**src/design/tle_pkg.sv**
```systemverilog
// Shared types and constants of the terminal line editor.
// No dependencies; used by the top level, the port checker and the bench.
`default_nettype none

package tle_pkg;

    // Result channel codes carried on tuser.
    localparam logic [1:0] CH_ECHO = 2'd0;
    localparam logic [1:0] CH_LINE = 2'd1;
    localparam logic [1:0] CH_TERM = 2'd2;

    // Byte values the editor recognizes or emits.
    localparam logic [7:0] BYTE_CR    = 8'h0D;
    localparam logic [7:0] BYTE_LF    = 8'h0A;
    localparam logic [7:0] BYTE_BS    = 8'h08;
    localparam logic [7:0] BYTE_DEL   = 8'h7F;
    localparam logic [7:0] BYTE_SPACE = 8'h20;
    localparam logic [7:0] BYTE_TILDE = 8'h7E;
    localparam logic [7:0] BYTE_NUL   = 8'h00;

    localparam logic [5:0] MAX_CHARS_RESET = 6'd31;

    typedef enum logic [4:0] {
        ST_IDLE  = 5'b00001,
        ST_ECHO  = 5'b00010,
        ST_RDREQ = 5'b00100,
        ST_LINE  = 5'b01000,
        ST_TERM  = 5'b10000
    } state_t;

    typedef enum logic [1:0] {
        EK_CHAR  = 2'd0,
        EK_CR    = 2'd1,
        EK_ERASE = 2'd2
    } echo_kind_t;

endpackage

`default_nettype wire

```
**src/design/tle_ram.sv**
```systemverilog
// Generic single-clock RAM: one write port, one read port, registered read.
// No dependencies.
`default_nettype none

module tle_ram #(
    parameter int WIDTH = 8,
    parameter int DEPTH = 32
) (
    input  wire logic                                  clk,
    input  wire logic                                  we,
    input  wire logic [((DEPTH > 1) ? $clog2(DEPTH) : 1)-1:0] waddr,
    input  wire logic [WIDTH-1:0]                      wdata,
    input  wire logic                                  re,
    input  wire logic [((DEPTH > 1) ? $clog2(DEPTH) : 1)-1:0] raddr,
    output logic      [WIDTH-1:0]                      rdata
);

    logic [WIDTH-1:0] mem [DEPTH];

    always_ff @(posedge clk) begin
        if (we) begin
            mem[waddr] <= wdata;
        end
        // Read data holds while no read is issued.
        if (re) begin
            rdata <= mem[raddr];
        end
    end

endmodule

`default_nettype wire

```
**src/design/terminal_line_editor_top.sv**
```systemverilog
// Terminal line editor with echo: top level.
// Depends on tle_pkg and tle_ram.
//
//   Channel   Direction  Payload                                   Handshake
//   s_axis    in         tdata[7:0] rx_byte                        tvalid/tready
//   m_axis    out        tdata[7:0] data, tuser[1:0] channel, tlast tvalid/tready
//   cfg       in         cfg_wr_data[5:0] max_chars                cfg_wr_en
//
// A printable byte is taken while the sequencer is idle; the ECHO state then
// writes its echo to the output register. An erase produces three echo results
// (BS, SP, BS). A carriage return echoes CR and LF, reads each stored character
// (RDREQ) and outputs it (LINE), and ends with the terminator.
// The single read port of the line store sets the pace of the line walk.
// Reset (aresetn low, synchronous) empties the line and sets max_chars to 31.
// The line store itself is not cleared; only written entries are ever read.
// A stalled m_axis holds the result in the output register and the sequencer
// waits; a new item is taken whenever the sequencer is idle.
`default_nettype none

module terminal_line_editor_top #(
    parameter int LINE_CAPACITY = 32
) (
    input  wire logic       aclk,
    input  wire logic       aresetn,
    // Input items.
    input  wire logic       s_axis_tvalid,
    output logic            s_axis_tready,
    input  wire logic [7:0] s_axis_tdata,   // [7:0] rx_byte
    // Result items.
    output logic            m_axis_tvalid,
    input  wire logic       m_axis_tready,
    output logic      [7:0] m_axis_tdata,   // [7:0] data
    output logic      [1:0] m_axis_tuser,   // [1:0] channel
    output logic            m_axis_tlast,   // last result of the input item
    // Configuration: max_chars.
    input  wire logic       cfg_wr_en,
    input  wire logic [5:0] cfg_wr_data
);

    import tle_pkg::*;

    localparam int AW = (LINE_CAPACITY > 1) ? $clog2(LINE_CAPACITY) : 1;
    localparam logic [5:0] CAPACITY = 6'(LINE_CAPACITY);

    // Control state.
    state_t     state_reg, state_next;
    logic [5:0] count_reg, count_next;
    logic [5:0] max_chars_reg, max_chars_next;
    logic       out_valid_reg, out_valid_next;

    // Sequencer payload.
    echo_kind_t echo_kind_reg, echo_kind_next;
    logic [1:0] echo_idx_reg, echo_idx_next;
    logic [7:0] echo_byte_reg, echo_byte_next;
    logic [5:0] len_reg, len_next;
    logic [5:0] rd_idx_reg, rd_idx_next;

    // Output register payload.
    logic [7:0] out_data_reg, out_data_next;
    logic [1:0] out_chan_reg, out_chan_next;
    logic       out_last_reg, out_last_next;

    logic       in_accept;
    logic       out_free;
    logic [5:0] limit;
    logic       is_cr, is_erase, is_print;
    logic       ram_we, ram_re;
    logic [7:0] ram_rdata;
    logic [7:0] echo_data;
    logic       echo_last;
    logic       echo_done;

    assign s_axis_tready = (state_reg == ST_IDLE);
    assign in_accept     = s_axis_tvalid && s_axis_tready;
    assign out_free      = !out_valid_reg || m_axis_tready;

    assign m_axis_tvalid = out_valid_reg;
    assign m_axis_tdata  = out_data_reg;
    assign m_axis_tuser  = out_chan_reg;
    assign m_axis_tlast  = out_last_reg;

    // The effective limit is max_chars clipped to the store size.
    assign limit = (max_chars_reg < CAPACITY) ? max_chars_reg : CAPACITY;

    assign is_cr    = (s_axis_tdata == BYTE_CR);
    assign is_erase = ((s_axis_tdata == BYTE_BS) || (s_axis_tdata == BYTE_DEL))
                      && (count_reg != 6'd0);
    assign is_print = (s_axis_tdata >= BYTE_SPACE) && (s_axis_tdata <= BYTE_TILDE)
                      && (count_reg < limit);

    // A character is written at the current count, only while the count is below
    // the clipped limit, so the address always lies inside the store.
    assign ram_we = in_accept && !is_cr && !is_erase && is_print;
    assign ram_re = (state_reg == ST_RDREQ);

    tle_ram #(
        .WIDTH(8),
        .DEPTH(LINE_CAPACITY)
    ) u_line_store (
        .clk  (aclk),
        .we   (ram_we),
        .waddr(count_reg[AW-1:0]),
        .wdata(s_axis_tdata),
        .re   (ram_re),
        .raddr(rd_idx_reg[AW-1:0]),
        .rdata(ram_rdata)
    );

    // Echo sequences: a single character, CR LF, or BS SP BS.
    always_comb begin
        unique case (echo_kind_reg)
            EK_CHAR: begin
                echo_data = echo_byte_reg;
                echo_last = 1'b1;
                echo_done = 1'b1;
            end
            EK_CR: begin
                echo_data = (echo_idx_reg == 2'd0) ? BYTE_CR : BYTE_LF;
                echo_last = 1'b0;
                echo_done = (echo_idx_reg == 2'd1);
            end
            EK_ERASE: begin
                echo_data = (echo_idx_reg == 2'd1) ? BYTE_SPACE : BYTE_BS;
                echo_last = (echo_idx_reg == 2'd2);
                echo_done = (echo_idx_reg == 2'd2);
            end
            default: begin
                echo_data = BYTE_NUL;
                echo_last = 1'b1;
                echo_done = 1'b1;
            end
        endcase
    end

    always_comb begin
        state_next     = state_reg;
        count_next     = count_reg;
        max_chars_next = cfg_wr_en ? cfg_wr_data : max_chars_reg;
        echo_kind_next = echo_kind_reg;
        echo_idx_next  = echo_idx_reg;
        echo_byte_next = echo_byte_reg;
        len_next       = len_reg;
        rd_idx_next    = rd_idx_reg;
        out_valid_next = m_axis_tready ? 1'b0 : out_valid_reg;
        out_data_next  = out_data_reg;
        out_chan_next  = out_chan_reg;
        out_last_next  = out_last_reg;

        unique case (state_reg)
            ST_IDLE: begin
                if (in_accept) begin
                    echo_idx_next  = 2'd0;
                    echo_byte_next = s_axis_tdata;
                    priority if (is_cr) begin
                        echo_kind_next = EK_CR;
                        len_next       = count_reg;
                        rd_idx_next    = 6'd0;
                        count_next     = 6'd0;
                        state_next     = ST_ECHO;
                    end else if (is_erase) begin
                        echo_kind_next = EK_ERASE;
                        count_next     = count_reg - 6'd1;
                        state_next     = ST_ECHO;
                    end else if (is_print) begin
                        echo_kind_next = EK_CHAR;
                        count_next     = count_reg + 6'd1;
                        state_next     = ST_ECHO;
                    end else begin
                        state_next     = ST_IDLE;
                    end
                end
            end
            ST_ECHO: begin
                if (out_free) begin
                    out_valid_next = 1'b1;
                    out_data_next  = echo_data;
                    out_chan_next  = CH_ECHO;
                    out_last_next  = echo_last;
                    echo_idx_next  = echo_idx_reg + 2'd1;
                    if (echo_done) begin
                        if (echo_kind_reg != EK_CR) begin
                            state_next = ST_IDLE;
                        end else if (len_reg == 6'd0) begin
                            state_next = ST_TERM;
                        end else begin
                            state_next = ST_RDREQ;
                        end
                    end
                end
            end
            ST_RDREQ: begin
                state_next = ST_LINE;
            end
            ST_LINE: begin
                if (out_free) begin
                    out_valid_next = 1'b1;
                    out_data_next  = ram_rdata;
                    out_chan_next  = CH_LINE;
                    out_last_next  = 1'b0;
                    rd_idx_next    = rd_idx_reg + 6'd1;
                    state_next     = (rd_idx_reg + 6'd1 == len_reg) ? ST_TERM : ST_RDREQ;
                end
            end
            ST_TERM: begin
                if (out_free) begin
                    out_valid_next = 1'b1;
                    out_data_next  = BYTE_NUL;
                    out_chan_next  = CH_TERM;
                    out_last_next  = 1'b1;
                    state_next     = ST_IDLE;
                end
            end
            default: begin
                state_next = ST_IDLE;
            end
        endcase
    end

    always_ff @(posedge aclk) begin
        if (!aresetn) begin
            state_reg     <= ST_IDLE;
            count_reg     <= 6'd0;
            max_chars_reg <= MAX_CHARS_RESET;
            out_valid_reg <= 1'b0;
        end else begin
            state_reg     <= state_next;
            count_reg     <= count_next;
            max_chars_reg <= max_chars_next;
            out_valid_reg <= out_valid_next;
        end
    end

    always_ff @(posedge aclk) begin
        echo_kind_reg <= echo_kind_next;
        echo_idx_reg  <= echo_idx_next;
        echo_byte_reg <= echo_byte_next;
        len_reg       <= len_next;
        rd_idx_reg    <= rd_idx_next;
        out_data_reg  <= out_data_next;
        out_chan_reg  <= out_chan_next;
        out_last_reg  <= out_last_next;
    end

endmodule

`default_nettype wire

```
**config.mk**
```make
export PLATFORM = sky130hd
export DESIGN_NAME = terminal_line_editor_top
export DESIGN_NICKNAME = d
export VERILOG_FILES = /design/src/design/tle_pkg.sv /design/src/design/tle_ram.sv /design/src/design/terminal_line_editor_top.sv
export SDC_FILE = /design/constraint.sdc
export NUM_CORES = 1
export LEC_CHECK = 0
export BUFFER_PORTS_ARGS = -buffer_cell sky130_fd_sc_hd__buf_2
export CAP_MARGIN = 40
export CORE_MARGIN = 10
export CORE_UTILIZATION = 56
export CTS_CLUSTER_SIZE = 30
export DETAILED_ROUTE_END_ITERATION = 8
export HOLD_SLACK_MARGIN = 0.15
export PLACE_DENSITY = 0.75
export SKIP_CTS_REPAIR_TIMING = 1
export SLEW_MARGIN = 25
export SYNTH_ARGS = -nofsm -noshare
export SYNTH_HDL_FRONTEND = slang
export SYNTH_HIERARCHICAL = 1
export SYNTH_SLANG_ARGS = --single-unit
```
**constraint.sdc**
```tcl
create_clock -name aclk -period 3.2 [get_ports aclk]
set_input_delay 0.64 -clock aclk [delete_from_list [all_inputs] [get_ports aclk]]
set_output_delay 0.64 -clock aclk [all_outputs]
set_load 0.02 [all_outputs]
```
==> metrics.md, run 1 <==
| Metric | Value |
|---|---|
| Status | completed |
| Sequential element share of the synthesized area | 0.7193 |
| Gr usage total | 0.1833 |
| Post-synthesis cell count | approximately 680 |
| CP cell instances | inv_1 -> nand2_1 -> ha_1 -> nor4b_1 -> o21ai_1 -> a211oi_4 -> and2_1 -> nand3b_1 -> nor2_1 |
| Reg-to-Reg End | u_line_store/mem[14][2] |
| Power density over the cells | a little under 600 mW/mm2 |
| DRT iter0 DRCs | 723 |
| CTS Buf Count | 31 |
| Int Pwr | a little under 7000 uW |
| Cell variety after synth | 57 |
| Critical path class | flip-flop to flip-flop |
| Sw Share | 0.2130 |
| Synth top area share | 0.6915 |
| Initial core utilization | 0.5717 |
| Final Non-Filler Cells | about 1100 |
| Top register by number of flip-flops | u_line_store/mem |
| Post-synth EDFFs | ~300 |
| Fin crit share | 0.9567 |
| Reg2Reg Launch Point | max_chars_reg[5] |
| Final Hold Fails | 0 |
| Final #Nets | roughly 820 |
| Post-placement cell count | 1037 |
| Wire per inst | about 24 um |
| Core area | ~0.023 mm2 |
| Mean Syn Cell Area | between 15 and 20 um2 |
| VDD IR max | approximately 460 uV |
| Initial antenna violation count | 0 |
| Hold Path Origin | cfg_wr_data[0] |
| Synthesized net count | 715 |
| Die H | 172.3 um |
| Vias in the first global route | roughly 6900 |
| Hold Crit Depth | 3 |
| Layout cells sized above 1 | 0.3169 |
| PnR worst setup slack | around 0.14 ns |
| Place WS | -0.1188 ns |
| Max-cap viol count | 0 |
| Layout Utilization | 0.6591 |
| Worst r2r path cells | 9 |
| Clock-pin slew on the worst setup and hold paths | 0.06 ns |
| Setup violators final | 0 |
| Post-synth top flop | edfxtp_1 |
| Clock Path Buffers | 3 |
| Tightest Pin Transition | 0.7684 ns |
| I/O pins | 32 |
| Largest net degree at the start of global routing | 44 |
| Synth Area in XOR/XNOR | 0.01349 |
| Cell with the most instances after synthesis | edfxtp_1 |
| Clk root buf | clkbuf_16 |
| Hold path endpoint | max_chars_reg[0] |
| Synth Register Bits | between 300 and 400 |
| Die area | between 0.02 and 0.03 mm2 |
| CP startpoint kind | flip-flop |
| H-tree Lvls | 1 |
| Leakage power | around 0.005 uW |
| Antenna diodes | 0 |
| Total gr overflow | 0 |
| Top delay family on crit path | simple AND/OR/NAND/NOR gates |
| Final instance area | 0.01497 mm2 |
| Reg2Reg Setup Slack | 0.14 ns |
| Worst path max stage delay | ~0.67 ns |
| Crit. End Element | flip-flop |
| Max-slew violations | 0 |
| RSZ-0062 raised after global routing | yes |
| Fillers | 1520 |
| Worst setup startpoint | max_chars_reg[5] |
| Rows | 55 |
| Slowest cell on crit path | nor2_1 |
| Via/cell ratio | around 6 |
| Critical Path Fanout Max | 8 |
| DR vias | 6689 |
| Fmax | about 330 MHz |
| Post-Syn Area | roughly 0.013 mm2 |
| Clock sinks | about 320 |
| Port Buf Inserts | 31 |
| Drt pass-1 iters | 5 |
| Die width | 172.3 um |
| Buf+Inv Stages, Crit Path | 1 |
| FFs w/ async S/R, synth | 0 |
| Syn-to-layout area delta | 15.27% |
| Post-place instance area | between 0.01 and 0.015 mm2 |
| TritonCTS clock tree | yes |
| Synth Warn # | 6 |
| Post-synthesis compound-gate area fraction | 0.03170 |
| Remaining routing DRC violations | 0 |
| Hold_ws | 0.3120 ns |
| Setup Skew | between 0.015 and 0.02 ns |
| Final Critical Period | 3.061 ns |
| Skew-Pair Late Insertion Delay | ~0.55 ns |
| Sequential fraction of design power | 0.525 |
| WP data arrival | roughly 3.2 ns |
| Tightest Hold Check Type | input pin to flip-flop |
| Placer Congestion | ~0.86 |
| Synth Area in Adders | 0.01792 |
| Post-synthesis mux area share | 0.1503 |
| Global-route wire length before repair | about 40000 um |
| Largest area contributor in the netlist | edfxtp_1 |
| Synth Area in Simple Gates | 0.05117 |
| Largest family of logic cells by synthesized area | multiplexers |
| Final wirelength | 26440 um |
| Net Switching | ~1900 uW |
| Relative slew slack | 0.4859 |
| Hpwl dp | around 18000 um |
| Clk pwr share | 0.405 |
| Dominant cells by area after synthesis | edfxtp_1, mux4_2, dfxtp_1 |
| Synth cell count leaders | edfxtp_1, mux4_2, nor2_1 |
| Max reg flops | about 260 |
| WP data required | 3.37 ns |
| ANT nets after route | 0 |
| Gate power share | 0.070 |
[cells in the final DEF, fill, tap and decap left out, types with 3 or more instances in the layout]
master / n
a21boi_1: 8
a21oi_1: 6
a22o_1: 3
a22oi_1: 4
and2_1: 6
and3_1: 4
buf_2: 31
buf_4: 72
bufinv_16: 3
clkbuf_1: 4
clkbuf_16: 31
clkinv_1: 3
clkinv_2: 3
clkinv_4: 3
clkinvlp_4: 8
dfxtp_1: 18
edfxtp_1: 299
ha_1: 15
inv_1: 12
inv_2: 3
mux2_2: 8
mux2i_1: 6
mux4_2: 80
nand2_1: 29
nand3_1: 9
nand3b_1: 8
nor2_1: 51
nor4_1: 3
o21ai_0: 3
o21ai_1: 12
or3_1: 5
or4_1: 4
xnor2_1: 6
xor2_1: 6
[through the flow]
step | setup TNS [ns] | power, uW
after CTS | 0 | 8822
after global placement | -0.1187 | 5283
after detailed placement | -0.1504 | 5300
after global routing | -0.6922 | 9024
after floorplan | 0 | 5076
final | 0 | 8762
[how the worst max path moves through the flow]
stage | depth (start not counted) | slack, ns | to
finish | 9 | 0.14 | u_line_store/mem[14][2]
global placement | 11 | -0.12 | count_reg[5]
global route | 9 | -0.05 | u_line_store/mem[14][2]
floorplan | 10 | 0.01 | count_reg[5]
CTS | 10 | 0.14 | u_line_store/mem[8][4]
detailed placement | 11 | -0.12 | count_reg[5]
[area by class of cell]
type	instances	area, um2	share of cell area
Clock buffer	35	790.8	0.05283
Multi-Input combinational cell	317	3468	0.2317
Timing Repair Buffer	105	735.7	0.04916
Clock inverter	22	220.2	0.01471
Sequential cell	317	9339	0.6240
Inverter	15	56.30	0.003762
Tap cell	285	356.6	0.02383
[worst min-delay path, stage by stage]
cell and delay (ns):
buf_2 0.08, mux2i_1 0.06, nand2_1 0.06
[cell families after synthesis]
family,Yosys count
fa+ha+maj,18
compound gates,56
flops,317
simple gates,134
xor+xnor,15
buf+inv,44
mux,94
[routing by layer]
metal | vias up | share of wire | GRT usage | routed length, um
met3 | 38 | 0.059 | 0.02462 | 1557
met2 | 245 | 0.51 | 0.3065 | 13440
met1 | 3455 | 0.41 | 0.2529 | 10950
met5 | - | 0 | 0 | 0
met4 | 0 | 0.018 | 0.04123 | 487
li1 | 2951 | - | - | -
[power groups by stage]
stage	Combinational, uW	Clock (uW)	Sequential [uW]
CTS	618	3610	4600
floorplan	393	0	4680
detailed placement	614	0	4690
finish	613	3550	4600
global placement	599	0	4680
global route	658	3770	4600
Power figures use the tool's default switching activity.
==> run 2, diff against run 1 <==
CORE_ASPECT_RATIO = 0.8   (was unset)
==> metrics.md, run 2 (same netlist as run 1, synthesis figures left out) <==
| Metric | Value |
|---|---|
| Critical Path Fanout Max | 5 (-3) |
| CTS Buf Count | 30 (-3.2%) |
| Die H | 156.2 um (-9.3%) |
| Fin crit share | 0.9383 (-0.01841) |
| Reg-to-Reg End | u_line_store/mem[8][6] |
| FF+latch area | 0.009339 mm2 (unchanged) |
| Clk root buf | clkbuf_16 |
| Critical path class | input pin to flip-flop |
| Final Hold Fails | 0 (unchanged) |
| Place WS | -0.2850 ns (-0.1662 ns) |
| WP data required | 3.68 ns (+0.31 ns) |
| Reg2Reg Setup Slack | 0.21 ns (+0.07 ns) |
| Vias in the first global route | 7047 (+2.0%) |
| RSZ-0062 raised after global routing | no |
| CP startpoint kind | input pin |
| Reg2Reg Launch Point | max_chars_reg[5] |
| Via/cell ratio | 6.117 (+0.23%) |
| Area of the multi-input gates | 0.003466 mm2 (about the same) |
| Drt pass-1 iters | 5 (unchanged) |
| Wire per inst | 25.10 um (+4.0%) |
| Sw Share | 0.2061 (-0.006879) |
| Fmax | 333.1 MHz (+2.0%) |
| DRT iter0 DRCs | 639 (-12%) |
| Initial antenna violation count | 0 (unchanged) |
| Net Switching | 1803 uW (-3.4%) |
| Placer Congestion | 0.8843 (+3.3%) |
| ANT nets after route | 0 (unchanged) |
| Clock sinks | 317 (unchanged) |
| Final Non-Filler Cells | 1120 (+2.2%) |
| Gr usage total | 0.1915 (+0.008168) |
| WP data arrival | 3.48 ns (+0.25 ns) |
| Leakage power | 0.005090 uW (+0.86%) |
| Die area | 0.02971 mm2 (+0.13%) |
| Tightest Pin Transition | 0.8269 ns (+0.05854 ns) |
| Power density over the cells | 582.5 mW/mm2 (-0.50%) |
| Top register by number of flip-flops | u_line_store/mem |
| Tightest Hold Check Type | input pin to flip-flop |
| Die width | 190.2 um (+10%) |
| Relative slew slack | 0.4454 (-0.04045) |
| Final wirelength | 28110 um (+6.3%) |
| Worst r2r path cells | 8 (-1) |
| Post-placement cell count | 1064 (+2.6%) |
| Max-slew violations | 0 (unchanged) |
| Most frequent cells in the layout | edfxtp_1, mux4_2, buf_4 |
| Int Pwr | 6944 uW (+0.69%) |
| Port Buf Inserts | 31 (unchanged) |
| Clk pwr share | 0.404 (about the same) |
| Hold Path Origin | cfg_wr_data[0] |
| Largest net degree at the start of global routing | 68 (+55%) |
| Core area | 0.02262 mm2 (-0.38%) |
| Remaining routing DRC violations | 0 (unchanged) |
| Gate power share | 0.071 (about the same) |
| Antenna diodes | 0 (unchanged) |
| PnR worst setup slack | 0.1975 ns (+0.05891 ns) |
| DR vias | 6851 (+2.4%) |
| Hold path endpoint | max_chars_reg[0] |
| Rows | 49 (-11%) |
| TritonCTS clock tree | yes |
| H-tree Lvls | 1 (unchanged) |
| Hold Crit Depth | 3 (unchanged) |
| Layout cells sized above 1 | 0.3170 (about the same) |
| Clock-pin slew on the worst setup and hold paths | 0.06 ns (about the same) |
| Commonest non-fill, non-tap cell in the layout | edfxtp_1 |
| Setup violators final | 0 (unchanged) |
| Crit. End Element | flip-flop |
| Total gr overflow | 0 (unchanged) |
| Skew-Pair Late Insertion Delay | 0.55 ns (about the same) |
| Setup Skew | 0.01259 ns (-0.003000 ns) |
| VDD IR max | 522.5 uV (+13%) |
| Final #Nets | 828 (+0.49%) |
| Clock Path Buffers | 3 (unchanged) |
| Hold_ws | 0.3182 ns (+0.006174 ns) |
| Fillers | 1462 (-3.8%) |
| Max-cap viol count | 0 (unchanged) |
| Max reg flops | 256 (unchanged) |
| Final Critical Period | 3.002 ns (-0.05891 ns) |
| Global-route wire length before repair | 43240 um (+5.4%) |
| Initial core utilization | 0.5739 (+0.002182) |
| Syn-to-layout area delta | 15.65% |
| Status | completed |
| Hpwl dp | 18700 um (+5.5%) |
| I/O pins | 32 (unchanged) |
| Sequential fraction of design power | 0.526 (about the same) |
## run 2: cell count changes in the layout (fill, tap and decap cells not counted)
cell	before	now
inv_6	2	0
clkinvlp_4	8	2
clkbuf_8	0	3
clkinv_1	3	1
or3b_4	1	0
clkbuf_1	4	8
buf_4	72	77
clkinv_4	3	2
or3b_2	2	3
clkinv_2	3	5
## run 2: per-layer routing
metal  share of wire  GRT usage  vias to the layer above
met2            0.49     0.3099                      302
met1            0.42     0.2670                     3542
met5               0          0                        -
met4           0.019    0.04266                        0
met3           0.072    0.03575                       40
li1                -          -                     2967
## run 2: worst max path at each step
stage                     slack, ns  depth (start not counted)              from                     end
after global placement        -0.18                         11   s_axis_tdata[1]            count_reg[5]
final                          0.20                         11   s_axis_tdata[1]            count_reg[5]
after detailed placement      -0.29                         11   s_axis_tdata[1]            count_reg[5]
after global routing           0.08                         10  max_chars_reg[5]  u_line_store/mem[8][0]
after floorplan                0.01                         10   s_axis_tdata[1]            count_reg[5]
after CTS                      0.21                          8  max_chars_reg[5]  u_line_store/mem[8][0]
## run 2: layout make-up
class | instances | area share
Clock buffer | 42 | 0.05641
Clock inverter | 13 | 0.01008
Inverter | 15 | 0.003750
Multi-Input combinational cell | 317 | 0.2308
Sequential cell | 317 | 0.6219
Tap cell | 306 | 0.02550
Timing Repair Buffer | 110 | 0.05150
## run 2: stage by stage
| stage | util | area (um2) | total power [uW] | setup TNS (ns) |
|---|---|---|---|---|
| floorplan | - | 13010 | 5076 | 0 |
| global placement | 0.6193 | 14010 | 5294 | -0.4307 |
| detailed placement | 0.6193 | 14010 | 5307 | -5.300 |
| CTS | 0.6634 | 15010 | 8812 | 0 |
| global route | 0.6637 | 15020 | 9044 | 0 |
| finish | 0.6637 | 15020 | 8747 | 0 |
## run 2: power groups by stage
stage          sequential, uW  clock, uW  combinational [uW]
6_report                 4600       3530                 619
5_1_grt                  4600       3790                 661
4_1_cts                  4600       3590                 623
3_5_place_dp             4680          0                 622
3_3_place_gp             4680          0                 610
2_1_floorplan            4680          0                 393
## run 2: worst max-delay path: stages
cell and delay (ns):
buf_2 0.13, or3_1 0.41, or4b_4 0.53, a21oi_4 0.26, ha_4 0.25, a211oi_2 0.24, o21bai_1 0.12, a21oi_1 0.22
xor2_1 0.11, or4_1 0.47, o21ai_1 0.08
==> run 3, diff against run 2 <==
ABC_AREA = 1   (was unset)
CAP_MARGIN = 15   (was 40)
PLACE_DENSITY = 0.83   (was 0.75)
==> metrics.md, run 3 <==
| Metric | Value |
|---|---|
| Initial antenna violation count | 0 (unchanged) |
| Sequential element share of the synthesized area | 0.6749 (-0.04442) |
| Antenna diodes | 0 (unchanged) |
| Tightest Pin Transition | 0.8378 ns (+0.01085 ns) |
| Via/cell ratio | 5.891 (-3.7%) |
| Die width | 195.8 um (+2.9%) |
| Post-Syn Area | 0.01384 mm2 (+6.6%) |
| Setup violators final | 0 (unchanged) |
| CTS Buf Count | 31 (+3.3%) |
| Placer Congestion | 0.8998 (+1.8%) |
| H-tree Lvls | 1 (unchanged) |
| Post-synthesis cell count | 1273 (+88%) |
| Status | completed |
| Gr usage total | 0.2074 (+0.01592) |
| DR vias | 9861 (+44%) |
| Fin crit share | 0.9331 (-0.005118) |
| Total gr overflow | 0 (unchanged) |
| Wire per inst | 19.97 um (-20%) |
| Rows | 51 (+4.1%) |
| Die area | 0.03144 mm2 (+5.8%) |
| Synth cell count leaders | nand2_1, edfxtp_1, nand3_1 |
| TNS Setup | 0 ns (unchanged) |
| DRT iter0 DRCs | 1378 (+120%) |
| Most frequent cells in the layout | nand2_1, edfxtp_1, nand3_1 |
| Power density over the cells | 588.4 mW/mm2 (+1.0%) |
| Commonest non-fill, non-tap cell in the layout | nand2_1 |
| WP data arrival | 3.18 ns (-0.30 ns) |
| Crit. End Element | flip-flop |
| Global-route wire length before repair | 52360 um (+21%) |
| TritonCTS clock tree | yes |
| Top register by number of flip-flops | u_line_store/mem |
| Clock Path Buffers | 3 (unchanged) |
| Final wirelength | 33430 um (+19%) |
| Synth top area share | 0.6488 (-0.04270) |
| Final #Nets | 1369 (+65%) |
| Final Critical Period | 2.986 ns (-0.01638 ns) |
| Mean Syn Cell Area | 10.87 um2 (-43%) |
| Setup Skew | 0.02494 ns (+0.01235 ns) |
| WP data required | 3.39 ns (-0.29 ns) |
| Synthesized net count | 1310 (+83%) |
| Leakage power | 0.005974 uW (+17%) |
| Tightest Hold Check Type | input pin to flip-flop |
| Remaining routing DRC violations | 0 (unchanged) |
| Initial core utilization | 0.5692 (-0.004724) |
| Worst r2r path cells | 10 (+2) |
| Fmax | 334.9 MHz (+0.55%) |
| Cell with the most instances after synthesis | nand2_1 |
| VDD IR max | 485.7 uV (-7.0%) |
| Largest area contributor in the netlist | edfxtp_1 |
| Critical path class | flip-flop to flip-flop |
| Skew-Pair Late Insertion Delay | 0.56 ns (about the same) |
| Die H | 160.6 um (+2.8%) |
| Hpwl dp | 21130 um (+13%) |
| CP startpoint kind | flip-flop |
| Post-synth EDFFs | 299 (unchanged) |
| Vias in the first global route | 9542 (+35%) |
| Drt pass-1 iters | 6 (+1) |
| Dominant cells by area after synthesis | edfxtp_1, nand2_1, nand3_1 |
| Synth Warn # | 6 (unchanged) |
| RSZ-0062 raised after global routing | no |
| Synth Register Bits | 317 (unchanged) |
| Final Hold Fails | 0 (unchanged) |
| Cell variety after synth | 35 (-39%) |
| Max reg flops | 256 (unchanged) |
| Max-slew violations | 0 (unchanged) |
| Relative slew slack | 0.4394 (-0.005980) |
| Clock sinks | 317 (unchanged) |
| Post-synth top flop | edfxtp_1 |
| Max-cap viol count | 0 (unchanged) |
| ANT nets after route | 0 (unchanged) |
| Port Buf Inserts | 31 (unchanged) |
| Largest net degree at the start of global routing | 129 (+90%) |
| Hold Crit Depth | 3 (unchanged) |
| Total chip power | 9052 uW (+3.5%) |
| FFs w/ async S/R, synth | 0 (unchanged) |
| Clock-pin slew on the worst setup and hold paths | 0.06 ns (about the same) |
| Layout cells sized above 1 | 0.1114 (-0.2056) |
| Critical Path Fanout Max | 8 (+3) |
| Clk root buf | clkbuf_16 |
| Core area | 0.02431 mm2 (+7.5%) |
| I/O pins | 32 (unchanged) |
| Syn-to-layout area delta | 11.17% |
-- run 3: layer usage --
layer  global-route usage  share of wire  vias to the layer above
met5                    0              0                        -
met4              0.07034          0.031                        0
met3              0.03787          0.099                       91
met2               0.3313           0.46                      584
met1               0.2804           0.41                     4697
li1                     -              -                     4489
-- run 3: final timing paths --
check              startpoint                       to  slack [ns]
max          max_chars_reg[5]  u_line_store/mem[19][7]        0.21
min            cfg_wr_data[2]         max_chars_reg[2]        0.28
max reg2reg  max_chars_reg[5]  u_line_store/mem[19][7]        0.21
min reg2reg  max_chars_reg[3]         max_chars_reg[3]        0.46
-- run 3: critical path, cell delays in order (launching register included) --
cell and delay, ns:
dfxtp_1 0.31, inv_2 0.10, nand2_1 0.07, ha_1 0.29, a21oi_1 0.15, o21a_1 0.12, o21ai_1 0.16, nor3_1 0.40
nand3_1 0.22, buf_4 0.24, nor2_1 0.55
-- run 3: area by class of cell --
class	instances	area [um2]
Sequential cell	317	9339
Fill cell	1807	8929
Multi-Input combinational cell	837	3830
Clock buffer	45	858.3
Timing Repair Buffer	83	583.1
Tap cell	318	397.9
Inverter	62	234.0
Clock inverter	12	141.4
-- run 3: cells by family after synthesis --
| family | synth area share |
|---|---|
| fa+ha+maj | 0.01682 |
| xor+xnor | 0.003165 |
| flops | 0.6749 |
| buf+inv | 0.04874 |
| simple gates | 0.2363 |
| compound gates | 0.02007 |
-- run 3: through the flow --
step / instances / setup slack [ns] / hold WS (ns) / util / cell area, um2
final: 1674 / 0.2139 / 0.2823 / 0.6328 / 15380
after global routing: 1674 / 0.02624 / 0.2885 / 0.6328 / 15380
after CTS: 1674 / 0.2006 / 0.2673 / 0.6325 / 15380
after detailed placement: 1617 / 0.1588 / 0.4521 / 0.5914 / 14380
after global placement: 1617 / 0.2447 / 0.4480 / 0.5914 / 14380
after floorplan: 1273 / 0.7478 / 0.4292 / - / 13840
-- run 3: power breakdown --
group | total [uW] | switching [uW] | leakage [uW] | internal [uW]
Combinational | 835 | 603 | 0.00265 | 233
Sequential | 4640 | 40.5 | 0.00285 | 4600
Clock | 3580 | 1480 | 0.000474 | 2090
Total | 9050 | 2130 | 0.00597 | 6920
